==> config.mk <==
export PLATFORM = sky130hd
export DESIGN_NAME = lcc_sqrt_cell
export DESIGN_NICKNAME = d
export VERILOG_FILES = /design/src/sv/lcc_pkg.sv /design/src/sv/lcc_sqrt_cell.sv
export SDC_FILE = /design/constraint.sdc
export NUM_CORES = 1
export LEC_CHECK = 0
export ABC_AREA = 1
export BUFFER_PORTS_ARGS = -buffer_cell sky130_fd_sc_hd__buf_2
export CORE_AREA = 2 2 228 230
export DETAILED_ROUTE_END_ITERATION = 7
export DIE_AREA = 0 0 230 232
export SYNTH_ARGS = -nofsm -noshare
export SYNTH_HDL_FRONTEND = slang
export SYNTH_SLANG_ARGS = --single-unit
==> constraint.sdc <==
create_clock -name clk -period 0.9 [get_ports clk]
set_input_delay 0.18 -clock clk [delete_from_list [all_inputs] [get_ports clk]]
set_output_delay 0.18 -clock clk [all_outputs]
set_load 0.005 [all_outputs]
==> src/sv/lcc_pkg.sv <==
package lcc_pkg;

	localparam int POS_BITS_DEF = 32;
	localparam int LEN_W        = 31;
	localparam int BNC_W        = 17;
	localparam int NRM_W        = 18;
	localparam int FRAC_W       = 17;

	localparam logic [BNC_W-1:0] ONE_Q16   = BNC_W'(65536);
	localparam logic [LEN_W-1:0] DEPTH_MAX = {LEN_W{1'b1}};

	typedef enum logic [1:0] {
		KIND_CABLE    = 2'd0,
		KIND_HALF_ROD = 2'd1,
		KIND_ROD      = 2'd2
	} kind_t;

	// side info riding along the square root chain
	typedef struct packed {
		logic             valid;
		kind_t            func;
		logic             anchored;
		logic [LEN_W-1:0] len;
		logic [BNC_W-1:0] bounce;
		logic [2:0]       neg;
	} ctl_t;

	// side info riding along the divider chain
	typedef struct packed {
		logic             valid;
		logic [2:0]       neg;
		logic             zero;
		logic [LEN_W-1:0] depth;
		logic [BNC_W-1:0] bounce;
		logic             two_body;
	} res_ctl_t;

endpackage

==> src/sv/lcc_sqrt_cell.sv <==
module lcc_sqrt_cell #(
	parameter int R = 33
) (
	input  logic             clk,
	input  logic             arst_n,
	input  logic             en,
	input  lcc_pkg::ctl_t    ctl_i,
	input  logic [2*R-1:0]   rad_i,
	input  logic [R+1:0]     rem_i,
	input  logic [R-1:0]     root_i,
	input  logic [3*R-1:0]   mag_i,
	output lcc_pkg::ctl_t    ctl_o,
	output logic [2*R-1:0]   rad_o,
	output logic [R+1:0]     rem_o,
	output logic [R-1:0]     root_o,
	output logic [3*R-1:0]   mag_o
);
	import lcc_pkg::*;

	logic [R+1:0] rem_sh;
	logic [R+1:0] trial;
	logic         take;

	// one root bit per cell: bring down two radicand bits, try root*4+1
	assign rem_sh = {rem_i[R-1:0], rad_i[2*R-1 -: 2]};
	assign trial  = {root_i, 2'b01};
	assign take   = rem_sh >= trial;

	always_ff @(posedge clk or negedge arst_n) begin
		if (!arst_n) begin
			ctl_o <= '0;
		end else if (en) begin
			ctl_o <= ctl_i;
		end
	end

	always_ff @(posedge clk) begin
		if (en) begin
			rad_o  <= {rad_i[2*R-3:0], 2'b00};
			rem_o  <= take ? (rem_sh - trial) : rem_sh;
			root_o <= {root_i[R-2:0], take};
			mag_o  <= mag_i;
		end
	end
endmodule

# After elaboration in Yosys (flattened, before gate mapping)

Index checks and enable logic that the tools add are counted.

Magnitude comparators: 1
$add $sub $neg: 1
Muxes and demuxes: 1

Operator list:

| cell                               | count |
|---|---|
| greater-or-equal comparator 35 bit | 1 |
| 2-to-1 mux 35 bit                  | 1 |
| subtractor 35 bit                  | 1 |

Flip-flop bits (word level): 286

# Depth between registers and ports, before layout

Depth after elaboration: 2
Depth in mapped cells: 16

# Worst setup path after synthesis

Ideal clock, no wire load.

Kind: input -> register
From: in root_i[12]
To: reg rem_o[17], data pin
Required time: 0.648 ns
Arrival: 1.621 ns
Buffers on the path: 2
Path slack: -0.973 ns
Stages on the path: 16
Path through: inv_1 > ha_1 > nand2_2 > inv_1 > nand2_1 > nand2_1 > nand2_1 > nand2_1 > a21oi_2 > nand2_2 > nand2_2 > nand2_4 > buf_12 > buf_12 > nand2_2 > nand2_2

Longest elaborated chain between the ends: 2
Elaborated cells between the ends (all ways): 3

Ends and longest elaborated chain:

| element                                                                 | RTL line                                 | source |
|---|---|---|
| start, declared                                                         | lcc_sqrt_cell.sv:10                      | `input logic [R-1:0] root_i,` |
| subtractor 35 bit or greater-or-equal comparator 35 bit (tied branches) | lcc_sqrt_cell.sv:40, lcc_sqrt_cell.sv:27 |  |
| 2-to-1 mux 35 bit *                                                     | lcc_sqrt_cell.sv:40                      | `rem_o <= take ? (rem_sh - trial) : rem_sh;` |
| end signal, assigned                                                    | lcc_sqrt_cell.sv:40                      |  |
| end, declared                                                           | lcc_sqrt_cell.sv:14                      | `output logic [R+1:0] rem_o,` |

Every way passes the cells marked *; elsewhere a longest branch is shown, timed or not.
A chain may end at the register's enable or synchronous reset.

# Final worst setup path

From: in rem_i[14]
To: reg rem_o[13], data pin

Longest elaborated chain between the ends: 2

Ends and longest elaborated chain:

| element                            | RTL line            | source |
|---|---|---|
| start, declared                    | lcc_sqrt_cell.sv:9  | `input logic [R+1:0] rem_i,` |
| greater-or-equal comparator 35 bit | lcc_sqrt_cell.sv:27 | `assign take = rem_sh >= trial;` |
| 2-to-1 mux 35 bit                  | lcc_sqrt_cell.sv:40 |  |

Every way passes these cells.

==> qor.txt <==
GLOBAL ROUTING
------------------------------------------------------------------------------------
Via count of the first global-routing pass ............................        12030
Overflow left after global routing ....................................            0
Antenna violations before repair ......................................            4
Largest net degree at the start of global routing .....................           56
First-pass GRT wire length ............................................     70390 um
Total GRT Usage .......................................................       17.34%

LAYOUT
------------------------------------------------------------------------------------
Area of combinational cells with multiple inputs ......................    4175 um^2
Post-route cell area ..................................................   22710 um^2
Count of fill cells added during filler insertion .....................         4670
Final cell utilization of the core ....................................       44.64%
Final instance count without filler cells .............................         2788
Fraction of final layout cells with drive strength greater than 1 .....       51.80%
Area added between synthesis and finish ...............................       84.30%
Nets ..................................................................         2405
Combined flip-flop and latch cell area ................................    8313 um^2

WORST SETUP PATH
------------------------------------------------------------------------------------
Launching element type of the critical path ........................... primary input
Slowest-stage cell, CP ................................................ sky130_fd_sc_hd__ha_4
Setup CP Type .........................................................    in -> reg
Critical path peak fanout .............................................            8
Data arrival at the endpoint of the critical path .....................      1780 ps
Critical path capture point type ......................................     register
Gate family responsible for the most delay along the worst path ....... simple AND/OR/NAND/NOR gates
Worst Path Required ...................................................      1190 ps
Cell repeated most along the worst path ............................... sky130_fd_sc_hd__nand2_2
Critical path, cell by cell ........................................... buf_2 > ha_4 > nand2_4 > nor2_4 > nand2_2 > nor2_2 > nand2_2 > nand2_2 > nand2_4 > nand2_8 > inv_8 > clkbuf_16 > nand2_1 > nand2_1
Worst path max stage delay ............................................       310 ps
Count of buffering cells on the critical path with inverters included .            3

TIMING
------------------------------------------------------------------------------------
Time the final worst path needs with I/O delays and setup .............      1496 ps
Final count of hold timing violations .................................            0
Number of max-slew violations in the final report .....................            0
Fin worst setup slack .................................................    -596.2 ps
Final period utilization ..............................................       166.2%
Peak clock frequency supported by timing ..............................    668.3 MHz
Worst clock skew ......................................................         0 ps
Setup repair after global routing missed its margin ...................          yes
Total Neg Setup Slack .................................................   -111510 ps
Setup violation total in the final timing report ......................          323

ROUTING
------------------------------------------------------------------------------------
First drt pass iteration count ........................................            5
DRC violation total after the first TritonRoute iteration .............          495
DRC violation count after routing .....................................            0
Wire length per cell ..................................................     17.65 um
Final antenna-violating net count .....................................            0
Via density ...........................................................        4.129
Via count of the routed design ........................................        11510
Final Routed Wirelength ...............................................     49210 um

FLOORPLANNING
------------------------------------------------------------------------------------
Core ar. ..............................................................   50890 um^2
I/O Pins ..............................................................          579
Standard-cell rows ....................................................           83
Die Area ..............................................................   53360 um^2
Floorplan die width ...................................................       230 um
Floorplan die height ..................................................       232 um
Starting density of the core ..........................................       24.22%

LOGIC SYNTHESIS
------------------------------------------------------------------------------------
Avg Cell Area, Syn ....................................................   12.15 um^2
Synthesis-stage register bit count ....................................          286
Synth area leader ..................................................... sky130_fd_sc_hd__edfxtp_1
Number of synthesis warnings ..........................................            0
Sequential element share of the synthesized area ......................       67.45%
Share of Yosys cell area claimed by the top area cell type ............       56.28%
Main area contributors after synthesis ................................ sky130_fd_sc_hd__edfxtp_1 56%, sky130_fd_sc_hd__dfrtp_1 11%, sky130_fd_sc_hd__nand2_1 8.0%, sky130_fd_sc_hd__mux2_2 5.0%, sky130_fd_sc_hd__inv_1 4.3%
Mapped Cells ..........................................................         1014
Yosys cell types ......................................................           33
Total standard cell area after synthesis ..............................   12320 um^2

PLACEMENT
------------------------------------------------------------------------------------
Minimum setup slack after placement ...................................     -1246 ps
HPWL after detailed placement .........................................     35500 um
Placed cell count .....................................................         2402
Placement-stage cell area .............................................   17590 um^2
Placer's final routability congestion estimate ........................       0.8889
Number of port buffers ................................................          574

PWR
------------------------------------------------------------------------------------
Leak pwr ..............................................................     10.54 nW
Internal portion of total power .......................................    0.02925 W
Net load switching power ..............................................    0.01033 W
Flop pwr share ........................................................        40.8%
Clock power share .....................................................        37.8%
Switching share of power ..............................................       26.09%
Max IR drop VDD .......................................................   0.001334 V
Comb pwr share ........................................................        21.4%
PwrDens ............................................................... 1742 nW/um^2

WORST HOLD PATH
------------------------------------------------------------------------------------
Type of the most critical hold path ...................................    in -> reg

CLOCK NETWORK
------------------------------------------------------------------------------------
Clock tree root driver cell ........................................... sky130_fd_sc_hd__clkbuf_16
Clock tree from TritonCTS .............................................         done
Latest clock arrival within the worst-skew pair .......................       530 ps
H-tree depth ..........................................................            2
CTS buffer count ......................................................           35
Clock Pin Slew Worst Setup and Hold Paths .............................        60 ps
Number of sinks on the clock net ......................................          286
Bufs on Longest Clock Path ............................................            3

OUTCOME
------------------------------------------------------------------------------------
Violated checks ....................................................... setup timing
Run status ............................................................ finished with violations

RUN
------------------------------------------------------------------------------------
Maximum Capacitance Violations ........................................            0

[flip-flops by register name, summed over array words and instances (netlist names)]
register  flops
mag_o        99
rad_o        64
ctl_o        55
rem_o        35
root_o       33
[per-layer routing]
metal  part of all wire [%]  GRT usage, %  vias to the layer above  wire length, um
li1                       -             -                     5499                -
met1                     37         18.75                     5475            18100
met2                     53         32.36                      432            25940
met3                    5.9         3.831                      103             2899
met4                    4.6         7.520                        4             2246
met5                  0.057             0                        -               28
[cell families after synthesis]
family / after synthesis / share of synthesized area, %
compound gates: 44 / 1.878
buf+inv: 160 / 5.553
simple gates: 415 / 15.23
fa+ha+maj: 35 / 3.553
xor+xnor: 18 / 1.279
mux: 55 / 5.025
other cells: 1 / 0.03043
flops: 286 / 67.45
[final timing paths]
path                       startpoint         to  slack [ps]  cells past startpoint
setup / recovery            rem_i[14]  rem_o[13]        -600                     14
hold / removal              rem_i[16]  rem_o[18]          10                      3
setup reg to reg            ctl_o[39]  ctl_o[39]         -90                      3
hold reg to reg             ctl_o[50]  ctl_o[50]         500                      1
max in group asynchronous      arst_n  ctl_o[10]         410                      3
min in group asynchronous      arst_n  ctl_o[44]         190                      3
[synth_stat cells]
library cell / number
sky130_fd_sc_hd__a21oi_1: 26
sky130_fd_sc_hd__a21oi_2: 1
sky130_fd_sc_hd__and2_1: 1
sky130_fd_sc_hd__buf_12: 4
sky130_fd_sc_hd__buf_2: 4
sky130_fd_sc_hd__buf_4: 3
sky130_fd_sc_hd__clkbuf_1: 4
sky130_fd_sc_hd__conb_1: 1
sky130_fd_sc_hd__dfrtp_1: 55
sky130_fd_sc_hd__edfxtp_1: 231
sky130_fd_sc_hd__ha_1: 35
sky130_fd_sc_hd__inv_1: 140
sky130_fd_sc_hd__inv_2: 4
sky130_fd_sc_hd__inv_4: 1
sky130_fd_sc_hd__mux2_2: 55
sky130_fd_sc_hd__nand2_1: 263
sky130_fd_sc_hd__nand2_2: 39
sky130_fd_sc_hd__nand2_4: 1
sky130_fd_sc_hd__nand3_1: 29
sky130_fd_sc_hd__nand3_2: 13
sky130_fd_sc_hd__nand3b_1: 4
sky130_fd_sc_hd__nand4_1: 3
sky130_fd_sc_hd__nor2_1: 43
sky130_fd_sc_hd__nor2_2: 11
sky130_fd_sc_hd__nor2_4: 4
sky130_fd_sc_hd__nor3_1: 2
sky130_fd_sc_hd__nor3b_2: 1
sky130_fd_sc_hd__nor4_1: 1
sky130_fd_sc_hd__o21ai_0: 11
sky130_fd_sc_hd__o21ai_1: 3
sky130_fd_sc_hd__o21bai_1: 3
sky130_fd_sc_hd__xnor2_1: 2
sky130_fd_sc_hd__xor2_1: 16
[power groups by stage]
stage / clock network (W) / logic (W) / registers, W
2_1_floorplan: 0 / 0.00252 / 0.0165
3_3_place_gp: 0 / 0.00644 / 0.0163
3_5_place_dp: 0 / 0.00651 / 0.0164
4_1_cts: 0.0153 / 0.00805 / 0.0161
5_1_grt: 0.0159 / 0.00914 / 0.0162
6_report: 0.0150 / 0.00847 / 0.0161
[final cells by class]
type	instances	share of cell area, %
antenna	2	0.02203
clock buffer	38	3.999
clock inverter	26	1.344
inverter	145	2.617
multi-input combinational	569	18.38
sequential	286	36.60
tap	680	3.746
timing repair buffer	1042	33.29
[cells in the final DEF, fill, tap and decap left out, drive strengths merged, types with 16 or more instances in the layout]
cell | netlist | layout
inv | 145 | 146
edfxtp | 231 | 231
clkbuf | 4 | 41
mux2 | 55 | 55
a21oi | 27 | 27
dfrtp | 55 | 55
buf | 11 | 758
xor2 | 16 | 16
ha | 35 | 35
dlygate4sd3 | 0 | 281
nand3 | 42 | 42
clkinv | 0 | 16
nor2 | 58 | 58
nand2 | 303 | 303
[through the flow]
| stage | hold slack (ps) | power [W] |
|---|---|---|
| 2_1_floorplan | -115.6 | 0.01900 |
| 3_3_place_gp | 199.4 | 0.02278 |
| 3_5_place_dp | 209.4 | 0.02287 |
| 4_1_cts | -100.2 | 0.03946 |
| 5_1_grt | 6.064 | 0.04124 |
| 6_report | 10.81 | 0.03958 |
[worst register-to-register path, cell delays in order (launching register included)]
cell and delay (ps):
sky130_fd_sc_hd__dfrtp_1 380, sky130_fd_sc_hd__buf_4 130, sky130_fd_sc_hd__buf_4 120, sky130_fd_sc_hd__mux2_2 260
[timing repair]
| item | in CTS | in global routing |
|---|---|---|
| gates resized for setup | 157 | 69 |
| setup buffers | 20 | 17 |
| cloned | 0 | 3 |
| endpoints found under the setup margin | 322 | 325 |
| pin swaps | 61 | 28 |
| hold endpoints to repair | 335 | 1 |
| hold buffers | 280 | 1 |
Note: power is estimated with default switching activity, not from simulation.
