`config.mk`:
```
export PLATFORM = sky130hd
export DESIGN_NAME = lcc_div_cell
export DESIGN_NICKNAME = d
export VERILOG_FILES = /design/src/sv/lcc_pkg.sv /design/src/sv/lcc_div_cell.sv
export SDC_FILE = /design/constraint.sdc
export NUM_CORES = 1
export LEC_CHECK = 0
export BUFFER_PORTS_ARGS = -buffer_cell sky130_fd_sc_hd__buf_2
export CAP_MARGIN = 20
export CORE_AREA = 2 2 186 188
export CTS_BUF_LIST = sky130_fd_sc_hd__clkbuf_4 sky130_fd_sc_hd__clkbuf_8
export DETAILED_ROUTE_END_ITERATION = 12
export DIE_AREA = 0 0 188 190
export PLACE_DENSITY = 0.69
export REMOVE_ABC_BUFFERS = 1
export SLEW_MARGIN = 20
export SYNTH_ARGS = -nofsm -noshare
export SYNTH_HDL_FRONTEND = slang
export SYNTH_SLANG_ARGS = --single-unit
export TNS_END_PERCENT = 20
```
`constraint.sdc`:
```
create_clock -name clk -period 1 [get_ports clk]
set_input_delay 0.2 -clock clk [delete_from_list [all_inputs] [get_ports clk]]
set_output_delay 0.2 -clock clk [all_outputs]
set_load 0.02 [all_outputs]
```
`src/sv/lcc_pkg.sv`:
```
package lcc_pkg;

	localparam int POS_BITS_DEF = 32;
	localparam int LEN_W        = 31;
	localparam int BNC_W        = 17;
	localparam int NRM_W        = 18;
	localparam int FRAC_W       = 17;

	localparam logic [BNC_W-1:0] ONE_Q16   = BNC_W'(65536);
	localparam logic [LEN_W-1:0] DEPTH_MAX = {LEN_W{1'b1}};

	typedef enum logic [1:0] {
		KIND_CABLE    = 2'd0,
		KIND_HALF_ROD = 2'd1,
		KIND_ROD      = 2'd2
	} kind_t;

	// side info riding along the square root chain
	typedef struct packed {
		logic             valid;
		kind_t            func;
		logic             anchored;
		logic [LEN_W-1:0] len;
		logic [BNC_W-1:0] bounce;
		logic [2:0]       neg;
	} ctl_t;

	// side info riding along the divider chain
	typedef struct packed {
		logic             valid;
		logic [2:0]       neg;
		logic             zero;
		logic [LEN_W-1:0] depth;
		logic [BNC_W-1:0] bounce;
		logic             two_body;
	} res_ctl_t;

endpackage

```
`src/sv/lcc_div_cell.sv`:
```
module lcc_div_cell #(
	parameter int R     = 33,
	parameter bit FIRST = 1'b0
) (
	input  logic                              clk,
	input  logic                              arst_n,
	input  logic                              en,
	input  lcc_pkg::res_ctl_t                 ctl_i,
	input  logic [R-1:0]                      dist_i,
	input  logic [3*R-1:0]                    rem_i,
	input  logic [3*lcc_pkg::FRAC_W-1:0]      quo_i,
	output lcc_pkg::res_ctl_t                 ctl_o,
	output logic [R-1:0]                      dist_o,
	output logic [3*R-1:0]                    rem_o,
	output logic [3*lcc_pkg::FRAC_W-1:0]      quo_o
);
	import lcc_pkg::*;

	logic [R:0]         rs   [3];
	logic [2:0]         ge;
	logic [3*R-1:0]     rem_n;
	logic [3*FRAC_W-1:0] quo_n;

	// restoring divide step, three axes side by side
	always_comb begin
		for (int k = 0; k < 3; k++) begin
			rs[k] = FIRST ? {1'b0, rem_i[k*R +: R]} : {rem_i[k*R +: R], 1'b0};
			ge[k] = rs[k] >= {1'b0, dist_i};
			rem_n[k*R +: R] = ge[k] ? R'(rs[k] - {1'b0, dist_i}) : rs[k][R-1:0];
			quo_n[k*FRAC_W +: FRAC_W] = {quo_i[k*FRAC_W +: FRAC_W-1], ge[k]};
		end
	end

	always_ff @(posedge clk or negedge arst_n) begin
		if (!arst_n) begin
			ctl_o <= '0;
		end else if (en) begin
			ctl_o <= ctl_i;
		end
	end

	always_ff @(posedge clk) begin
		if (en) begin
			dist_o <= dist_i;
			rem_o  <= rem_n;
			quo_o  <= quo_n;
		end
	end
endmodule
```
== Word level (Yosys, flattened, before mapping) ==
Index checks and enable logic that the tools add are counted.

* Register bits: 237
* Input bits: 240
* Output and inout bits: 237

* $add $sub $neg: 3
* Magnitude comparators: 3
* Multiplexer cells: 3

{| class="wikitable"
|+ Operator list
! operator !! number
|-
| >= comparator 34 x 33 -> 1 bit || 3
|-
| 2-to-1 mux 33 bit || 3
|-
| subtractor 33 bit || 3
|}

== Depth between registers and ports, before layout ==
Gate-level depths: netlist of run 1.

* Word-level depth: 2
* Depth in mapped cells: 15

== Worst setup path after synthesis of run 1 ==
OpenSTA, ideal clock, no wires.

* Path type: input port to flip-flop
* From: in dist_i[0]
* To: reg rem_o[43] (data pin)
* Library setup time: 0.260 ns
* Data arrival time: 2.604 ns
* Path slack: -1.865 ns
* Cell stages on the path: 12
* Path through: fa_1 nand2b_1 a211oi_1 o21ai_1 a21o_1 a211oi_2 o21ai_2 and2_4 buf_6 inv_8 buf_12 mux2_4

* Word-level cells in the longest chain between the ends: 2
* Elaborated cells between the ends (all ways): 3
* Those cells by class: add/sub: 1; order compare: 1; mux: 1

{| class="wikitable"
|+ Ends and longest elaborated chain
! item !! line !! text
|-
| from (decl) || lcc_div_cell.sv:9 || <nowiki>input logic [R-1:0] dist_i,</nowiki>
|-
| subtractor 33 bit or >= comparator 34 x 33 -> 1 bit (tied branches) || lcc_div_cell.sv:29, lcc_div_cell.sv:28 ||
|-
| 2-to-1 mux 33 bit (*) || lcc_div_cell.sv:29 || <nowiki>rem_n[k*R +: R] = ge[k] ? R'(rs[k] - {1'b0, dist_i}) : rs[k][R-1:0];</nowiki>
|-
| named net rem_n[43] || lcc_div_cell.sv:21 || <nowiki>logic [3*R-1:0] rem_n;</nowiki>
|-
| to (signal assigned) || lcc_div_cell.sv:45 || <nowiki>rem_o <= rem_n;</nowiki>
|-
| to (decl) || lcc_div_cell.sv:14 || <nowiki>output logic [3*R-1:0] rem_o,</nowiki>
|}

Mark *: on every way through the listed nets, which the timed path passes. The rest lies on a longest branch.
A chain may end at the register's enable or synchronous reset.

== Worst setup path in the final report of run 1 ==
* From: in dist_i[12]
* To: reg rem_o[92] (data pin)

The elaborated chain is that of the path after synthesis.

==> results of run 1 <==
[synthesized netlist by cell type (13+ instances only)]
cell type	number
xor2_1	18
ha_1	99
dfrtp_1	54
inv_1	64
mux2_2	84
a21oi_1	100
o21ai_0	47
nor2b_1	16
edfxtp_1	183
nor3_1	19
o21bai_1	20
nand3_1	34
xnor2_1	51
o21a_1	23
clkbuf_1	20
mux2_4	49
a21o_1	47
nand2b_1	13
nor2_1	75
nand4_1	17
nand2_1	70
[cell families (layout without fill, tap and decap cells)]
| logic type | after synthesis | after routing | synth area share |
|---|---|---|---|
| other cells | 0 | 13 | 0 |
| compound gates | 342 | 342 | 0.156 |
| simple gates | 299 | 299 | 0.102 |
| buf+inv | 115 | 1298 | 0.0382 |
| fa+ha+maj | 102 | 102 | 0.0874 |
| mux | 136 | 136 | 0.115 |
| flops | 237 | 237 | 0.461 |
| xor+xnor | 69 | 69 | 0.0407 |
[worst paths after layout]
path,startpoint,slack [ps],end
min in group asynchronous,arst_n,190,ctl_o[24]
worst max register to register,ctl_o[21],120,ctl_o[21]
worst min register to register,ctl_o[12],510,ctl_o[12]
worst min-delay path,rem_i[67],20,rem_o[68]
max in group asynchronous,arst_n,540,ctl_o[10]
worst max-delay path,dist_i[12],-1360,rem_o[92]
[sequential cells by signal, summed over array words and instances (netlist names)]
register,cells
quo_o,51
ctl_o,54
rem_o,99
dist_o,33
[per-stage QoR]
step	instances	total power, mW	cell area, um^2	TNS (ps)
finish	2951	36.7	25600	-210190
global placement	2602	23.7	20800	-223370
detailed placement	2602	23.9	20800	-230120
global route	2942	38.0	25600	-222910
CTS	2918	35.7	24800	-210920
floorplan	1252	18.6	14600	-180780
[area by class of cell]
| type | instances | area, um^2 |
|---|---|---|
| multi-input combinational | 948 | 8320 |
| clock inverter | 25 | 245 |
| timing repair buffer | 1145 | 8430 |
| fill | 2143 | 8370 |
| antenna | 13 | 32.5 |
| tap | 455 | 569 |
| inverter | 67 | 319 |
| timing repair inverter | 6 | 114 |
| sequential | 237 | 6850 |
| clock buffer | 55 | 707 |
[placed cells by master, fill, tap and decap left out, types with 13 or more instances in the layout]
cell           instances
edfxtp_1             183
mux2_2                57
ha_4                  19
diode_2               13
ha_1                  76
inv_2                 19
nand4_1               17
clkbuf_8              47
buf_6                 37
nand3_1               31
o21a_1                22
buf_2                440
nand2_1               67
a21oi_2               15
dlygate4sd3_1        210
mux2_4                76
inv_1                 38
nor2_1                73
a21o_1                47
xnor2_1               51
xor2_1                18
buf_4                434
a21oi_1               86
dfrtp_1               54
o21ai_0               34
o21bai_1              18
[metal layers]
metal,up-vias,share of wire,GRT usage
li1,7227,-,-
met1,7646,0.37,0.370
met2,780,0.50,0.596
met3,224,0.075,0.0718
met4,2,0.057,0.172
met5,-,0.00020,0
[report_power, final]
part	internal (mW)	switching [mW]	leakage [nW]
clock network	5.77	4.61	0.491
registers	12.1	0.548	2.42
logic	6.76	6.96	9.00
[timing repair]
action | in CTS | in global routing
gates resized for setup | 179 | 142
setup endpoints to repair | 339 | 339
hold endpoints to repair | 262 | 1
pin swaps | 42 | 47
hold buffers | 209 | 1
gates cloned | 8 | 1
buffers inserted | 20 | 19
==> impl_metrics.py, run 1 <==
metrics = {
    "timing": {
        "setup_ws_ps": -1360,
        "period_needed_ps": 2360,
        "clock_skew_ps": 0,
        "slew_violations": 0,
        "max_freq_mhz": 424,
        "fin_crit_sh": 2.36,
        "slew_headroom": 0.710,
        "rsz0062_at_grt": "yes",
        "hold_slack_ps": 23.1,
        "setup_viol": 339,
        "finalHoldViolCount": 0,
        "tightest_slew_ps": 431,
    },
    "clocking": {
        "worstSkewPairLatency_ps": 580,
        "cts_buffers": 43,
        "clk_pin_slew_ps": 60,
        "cts_tree": "yes",
        "ctsHtreeMaxLevel": 2,
        "clock-sinks": 237,
        "cts_buffer_depth": 3,
        "cts-root-buf": "clkbuf_8",
    },
    "pwr": {
        "powerDensity_nw_per_um2": 1430,
        "leakagePower_nw": 11.9,
        "vdd_ir_drop_max_uv": 895,
    },
    "logic_synthesis": {
        "synth_edf_count": 183,
        "synth_top_area_frac": 0.370,
        "synthArstFlopShare": 0.228,
        "netlist_instances": 1300,
        "yosysSeqAreaShare": 0.461,
        "synth_seq_cells": 237,
        "netlist_top_cells_area": "edfxtp_1 (37%), dfrtp_1 (9.1%), ha_1 (8.3%), mux2_2 (6.4%), mux2_4 (5.0%)",
        "syn_area_um2": 14900,
        "ys_types": 87,
        "ys.flop_type": "edfxtp_1",
        "yosys.area.top_type": "edfxtp_1",
        "synth_area_per_cell_um2": 11.4,
        "yosysWarnings": 0,
    },
    "routing": {
        "via_count": 15900,
        "wl_um": 63900,
        "avgRoutedWirePerCell_um": 21.7,
        "drtPass1Iterations": 5,
        "drtIter0Drc": 1062,
        "drtAntennaViolNets": 1,
        "route.detailed.drc": 0,
        "vias_per_cell": 5.38,
    },
    "floorplan": {
        "start_util": 0.438,
        "fp.coreArea_um2": 33900,
        "fp.dieH_um": 190,
        "pin_count": 477,
        "row_count": 68,
        "die-area_um2": 35700,
        "die_x_um": 188,
    },
    "global_route": {
        "grt-ovfl-total": 0,
        "grtUsageTotal": 0.332,
        "grt_pass1_vias": 16200,
        "grt_max_degree": 55,
        "antenna_found_initial": 9,
        "grt_pass1_wl_um": 90900,
    },
    "place": {
        "gp_congestion": 0.987,
        "port_buffers": 473,
        "hpwl_um": 43500,
        "pre_cts_slack_ps": -2330,
    },
    "worst_hold_path": {
        "hp-class": "in -> reg",
        "holdPathStages": 3,
    },
    "setup_path": {
        "crit_arrival_ps": 2690,
        "cp.buffers_inverters": 5,
        "path_max_fanout": 4,
        "crit_chain": "buf_8 -> clkinvlp_4 -> ha_4 -> nand4_1 -> nor3_2 -> buf_4 -> a22oi_2 -> o2111a_2 -> buf_6 -> o31a_1 -> buf_4 -> xnor2_1 -> mux2_4",
        "path_class": "in -> reg",
        "crit_path_frequent_cell": "buf_4",
        "critical_path_depth": 13,
        "r2r_cells": 1,
        "cp.required_ps": 1330,
        "start_kind": "input pin",
        "critPathSlowestCell": "ha_4",
        "cpPeakStageDelay_ps": 380,
        "crit_family": "buffers and inverters",
        "endpoint_kind": "register",
    },
    "final_layout": {
        "layout-drive-gt1-share": 0.531,
        "final_nets": 2790,
        "syn_to_final_growth_pct": 72.1,
        "utilization": 0.753,
    },
    "job": {
        "max-cap-violations": 0,
    },
    "run_status": {
        "status": "finished with violations",
        "violations": "antenna violations, negative setup slack",
    },
}
(Power assumes the default switching activity.)
==> run 2: changes to the inputs <==
--- a/config.mk
+++ b/config.mk
@@ -13,6 +13,7 @@
 export DIE_AREA = 0 0 188 190
 export PLACE_DENSITY = 0.69
 export REMOVE_ABC_BUFFERS = 1
+export SETUP_SLACK_MARGIN = 0.05
 export SLEW_MARGIN = 20
 export SYNTH_ARGS = -nofsm -noshare
 export SYNTH_HDL_FRONTEND = slang
==> run 2 against run 1 <==
The run ends with negative setup slack left; critical path depth is 2 higher; register-to-register slack better by 60 ps; via count is 1.1% higher; cell area hardly changed; sequential share of layout area hardly changed; maximum frequency is 0.44% lower; routed wire length hardly changed; clock power hardly changed; core utilization hardly changed; critical path type unchanged.
==> impl_metrics.py, run 2 (same netlist as run 1, synthesis figures left out) <==
metrics = {
    "final_layout": {
        "final_nets": 2792,
        "largest_register": "rem_o",
        "final_common_cell": "buf_2",
        "layout-drive-gt1-share": 0.532,
        "final_area_um2": 25600,
        "largestRegisters": "rem_o: 99 flops, ctl_o: 54 flops, quo_o: 51 flops",
        "syn_to_final_growth_pct": 72.2,
        "largest_reg_flops": 99,
        "layout_common_cells": "buf_2 (440), buf_4 (436), dlygate4sd3_1 (210), edfxtp_1 (183), a21oi_1 (85)",
    },
    "clocking": {
        "ctsHtreeMaxLevel": 2,
        "cts_buffer_depth": 3,
        "cts_buffers": 43,
        "worstSkewPairLatency_ps": 580,
        "clk_pin_slew_ps": 60,
        "cts-root-buf": "clkbuf_8",
        "clock-sinks": 237,
        "cts_tree": "yes",
    },
    "timing": {
        "setup_ws_ps": -1370,
        "slew_headroom": 0.712,
        "period_needed_ps": 2370,
        "slew_violations": 0,
        "setup_viol": 339,
        "tightest_slew_ps": 428,
        "hold_slack_ps": 29.2,
        "max_freq_mhz": 422,
        "finalHoldViolCount": 0,
        "clock_skew_ps": 0,
        "rsz0062_at_grt": "yes",
        "fin_crit_sh": 2.37,
    },
    "setup_path": {
        "path_max_fanout": 4,
        "start_kind": "input pin",
        "cp.buffers_inverters": 9,
        "cpPeakStageDelay_ps": 370,
        "crit_chain": "buf_8 -> clkinvlp_4 -> ha_4 -> nand4_1 -> buf_4 -> buf_4 -> buf_4 -> buf_4 -> buf_4 -> buf_4 -> o21bai_2 -> buf_4 -> a2111oi_2 -> a31oi_1 -> a31oi_1",
        "critPathSlowestCell": "ha_4",
        "path_class": "in -> reg",
        "crit_path_frequent_cell": "buf_4",
        "crit_family": "buffers and inverters",
        "cp.required_ps": 1320,
        "crit_arrival_ps": 2690,
        "endpoint_kind": "register",
    },
    "global_route": {
        "grt_pass1_wl_um": 90900,
        "grt_max_degree": 55,
        "grt-ovfl-total": 0,
        "grtUsageTotal": 0.332,
        "grt_pass1_vias": 16200,
        "antenna_found_initial": 9,
    },
    "routing": {
        "maxUsedRoutingLayer": "met5",
        "route.detailed.drc": 0,
        "avgRoutedWirePerCell_um": 21.7,
        "wl_met1_um": 23300,
        "drtIter0Drc": 1016,
        "route.met2.wl_um": 32000,
        "drtAntennaViolNets": 0,
        "wl_um": 64000,
        "vias_per_cell": 5.44,
        "drtPass1Iterations": 5,
        "via_count": 16100,
        "dr_wl_met3_um": 5090,
    },
    "pwr": {
        "pwr-share-seq": 0.343,
        "p_int_mw": 24.6,
        "p_sw_frac": 0.331,
        "pwr-share-comb": 0.374,
        "switchingPower_mw": 12.1,
        "leakagePower_nw": 11.9,
        "vdd_ir_drop_max_uv": 894,
        "power_frac_clock": 0.283,
        "powerDensity_nw_per_um2": 1440,
        "power_mw": 36.7,
    },
    "place": {
        "gp_congestion": 0.987,
        "pre_cts_slack_ps": -2330,
        "hpwl_um": 43500,
        "place_area_um2": 20800,
        "port_buffers": 473,
    },
    "worst_hold_path": {
        "hp-class": "in -> reg",
    },
    "run_status": {
        "status": "finished with violations",
        "violations": "negative setup slack",
    },
    "floorplan": {
        "die_x_um": 188,
        "fp.coreArea_um2": 33900,
        "fp.dieH_um": 190,
        "start_util": 0.438,
        "die-area_um2": 35700,
        "row_count": 68,
        "pin_count": 477,
    },
    "job": {
        "max-cap-violations": 0,
    },
}
-- run 2: timing repair --
| action | CTS | global route |
|---|---|---|
| endpoints found under the hold margin | 262 | 1 |
| pin swaps | 42 | 48 |
| resized for setup | 179 | 143 |
| hold buffers | 209 | 1 |
| setup buffers | 20 | 21 |
| setup endpoints to repair | 339 | 339 |
| cloned | 8 | 1 |
-- run 2: power groups by stage --
stage / logic [mW] / registers (mW) / clock network [mW]
4_1_cts: 12.7 / 12.5 / 10.4
6_report: 13.7 / 12.6 / 10.4
2_1_floorplan: 4.55 / 14.1 / 0
3_3_place_gp: 11.0 / 12.7 / 0
5_1_grt: 14.4 / 12.7 / 10.9
3_5_place_dp: 11.2 / 12.7 / 0
-- run 2: through the flow --
step	TNS, ps	std cells	util
2_1_floorplan	-180780	1252	-
3_3_place_gp	-223370	2602	0.612
3_5_place_dp	-230120	2602	0.612
4_1_cts	-210920	2918	0.731
5_1_grt	-223270	2944	0.753
6_report	-209860	2950	0.754
-- run 2: area by class of cell --
class	instances	area, um^2
sequential	237	6850
timing repair inverter	6	114
tap	455	569
multi-input combinational	948	8320
fill	2138	8360
clock inverter	25	245
timing repair buffer	1147	8440
clock buffer	55	707
antenna	10	25.0
inverter	67	319
-- run 2: layer usage --
metal	global-route usage	vias up
met1	0.370	7760
li1	-	7239
met5	0	-
met3	0.0718	230
met4	0.172	2
met2	0.596	824
-- run 2: worst paths after layout --
kind / start / slack (ps) / cells after the start / to
setup / recovery: dist_i[12] / -1370 / 15 / rem_o[82]
hold / removal: rem_i[67] / 30 / 3 / rem_o[68]
setup reg to reg: ctl_o[51] / 180 / 1 / ctl_o[51]
hold reg to reg: ctl_o[11] / 510 / 1 / ctl_o[11]
max in group asynchronous: arst_n / 550 / 3 / ctl_o[10]
min in group asynchronous: arst_n / 190 / 3 / ctl_o[1]
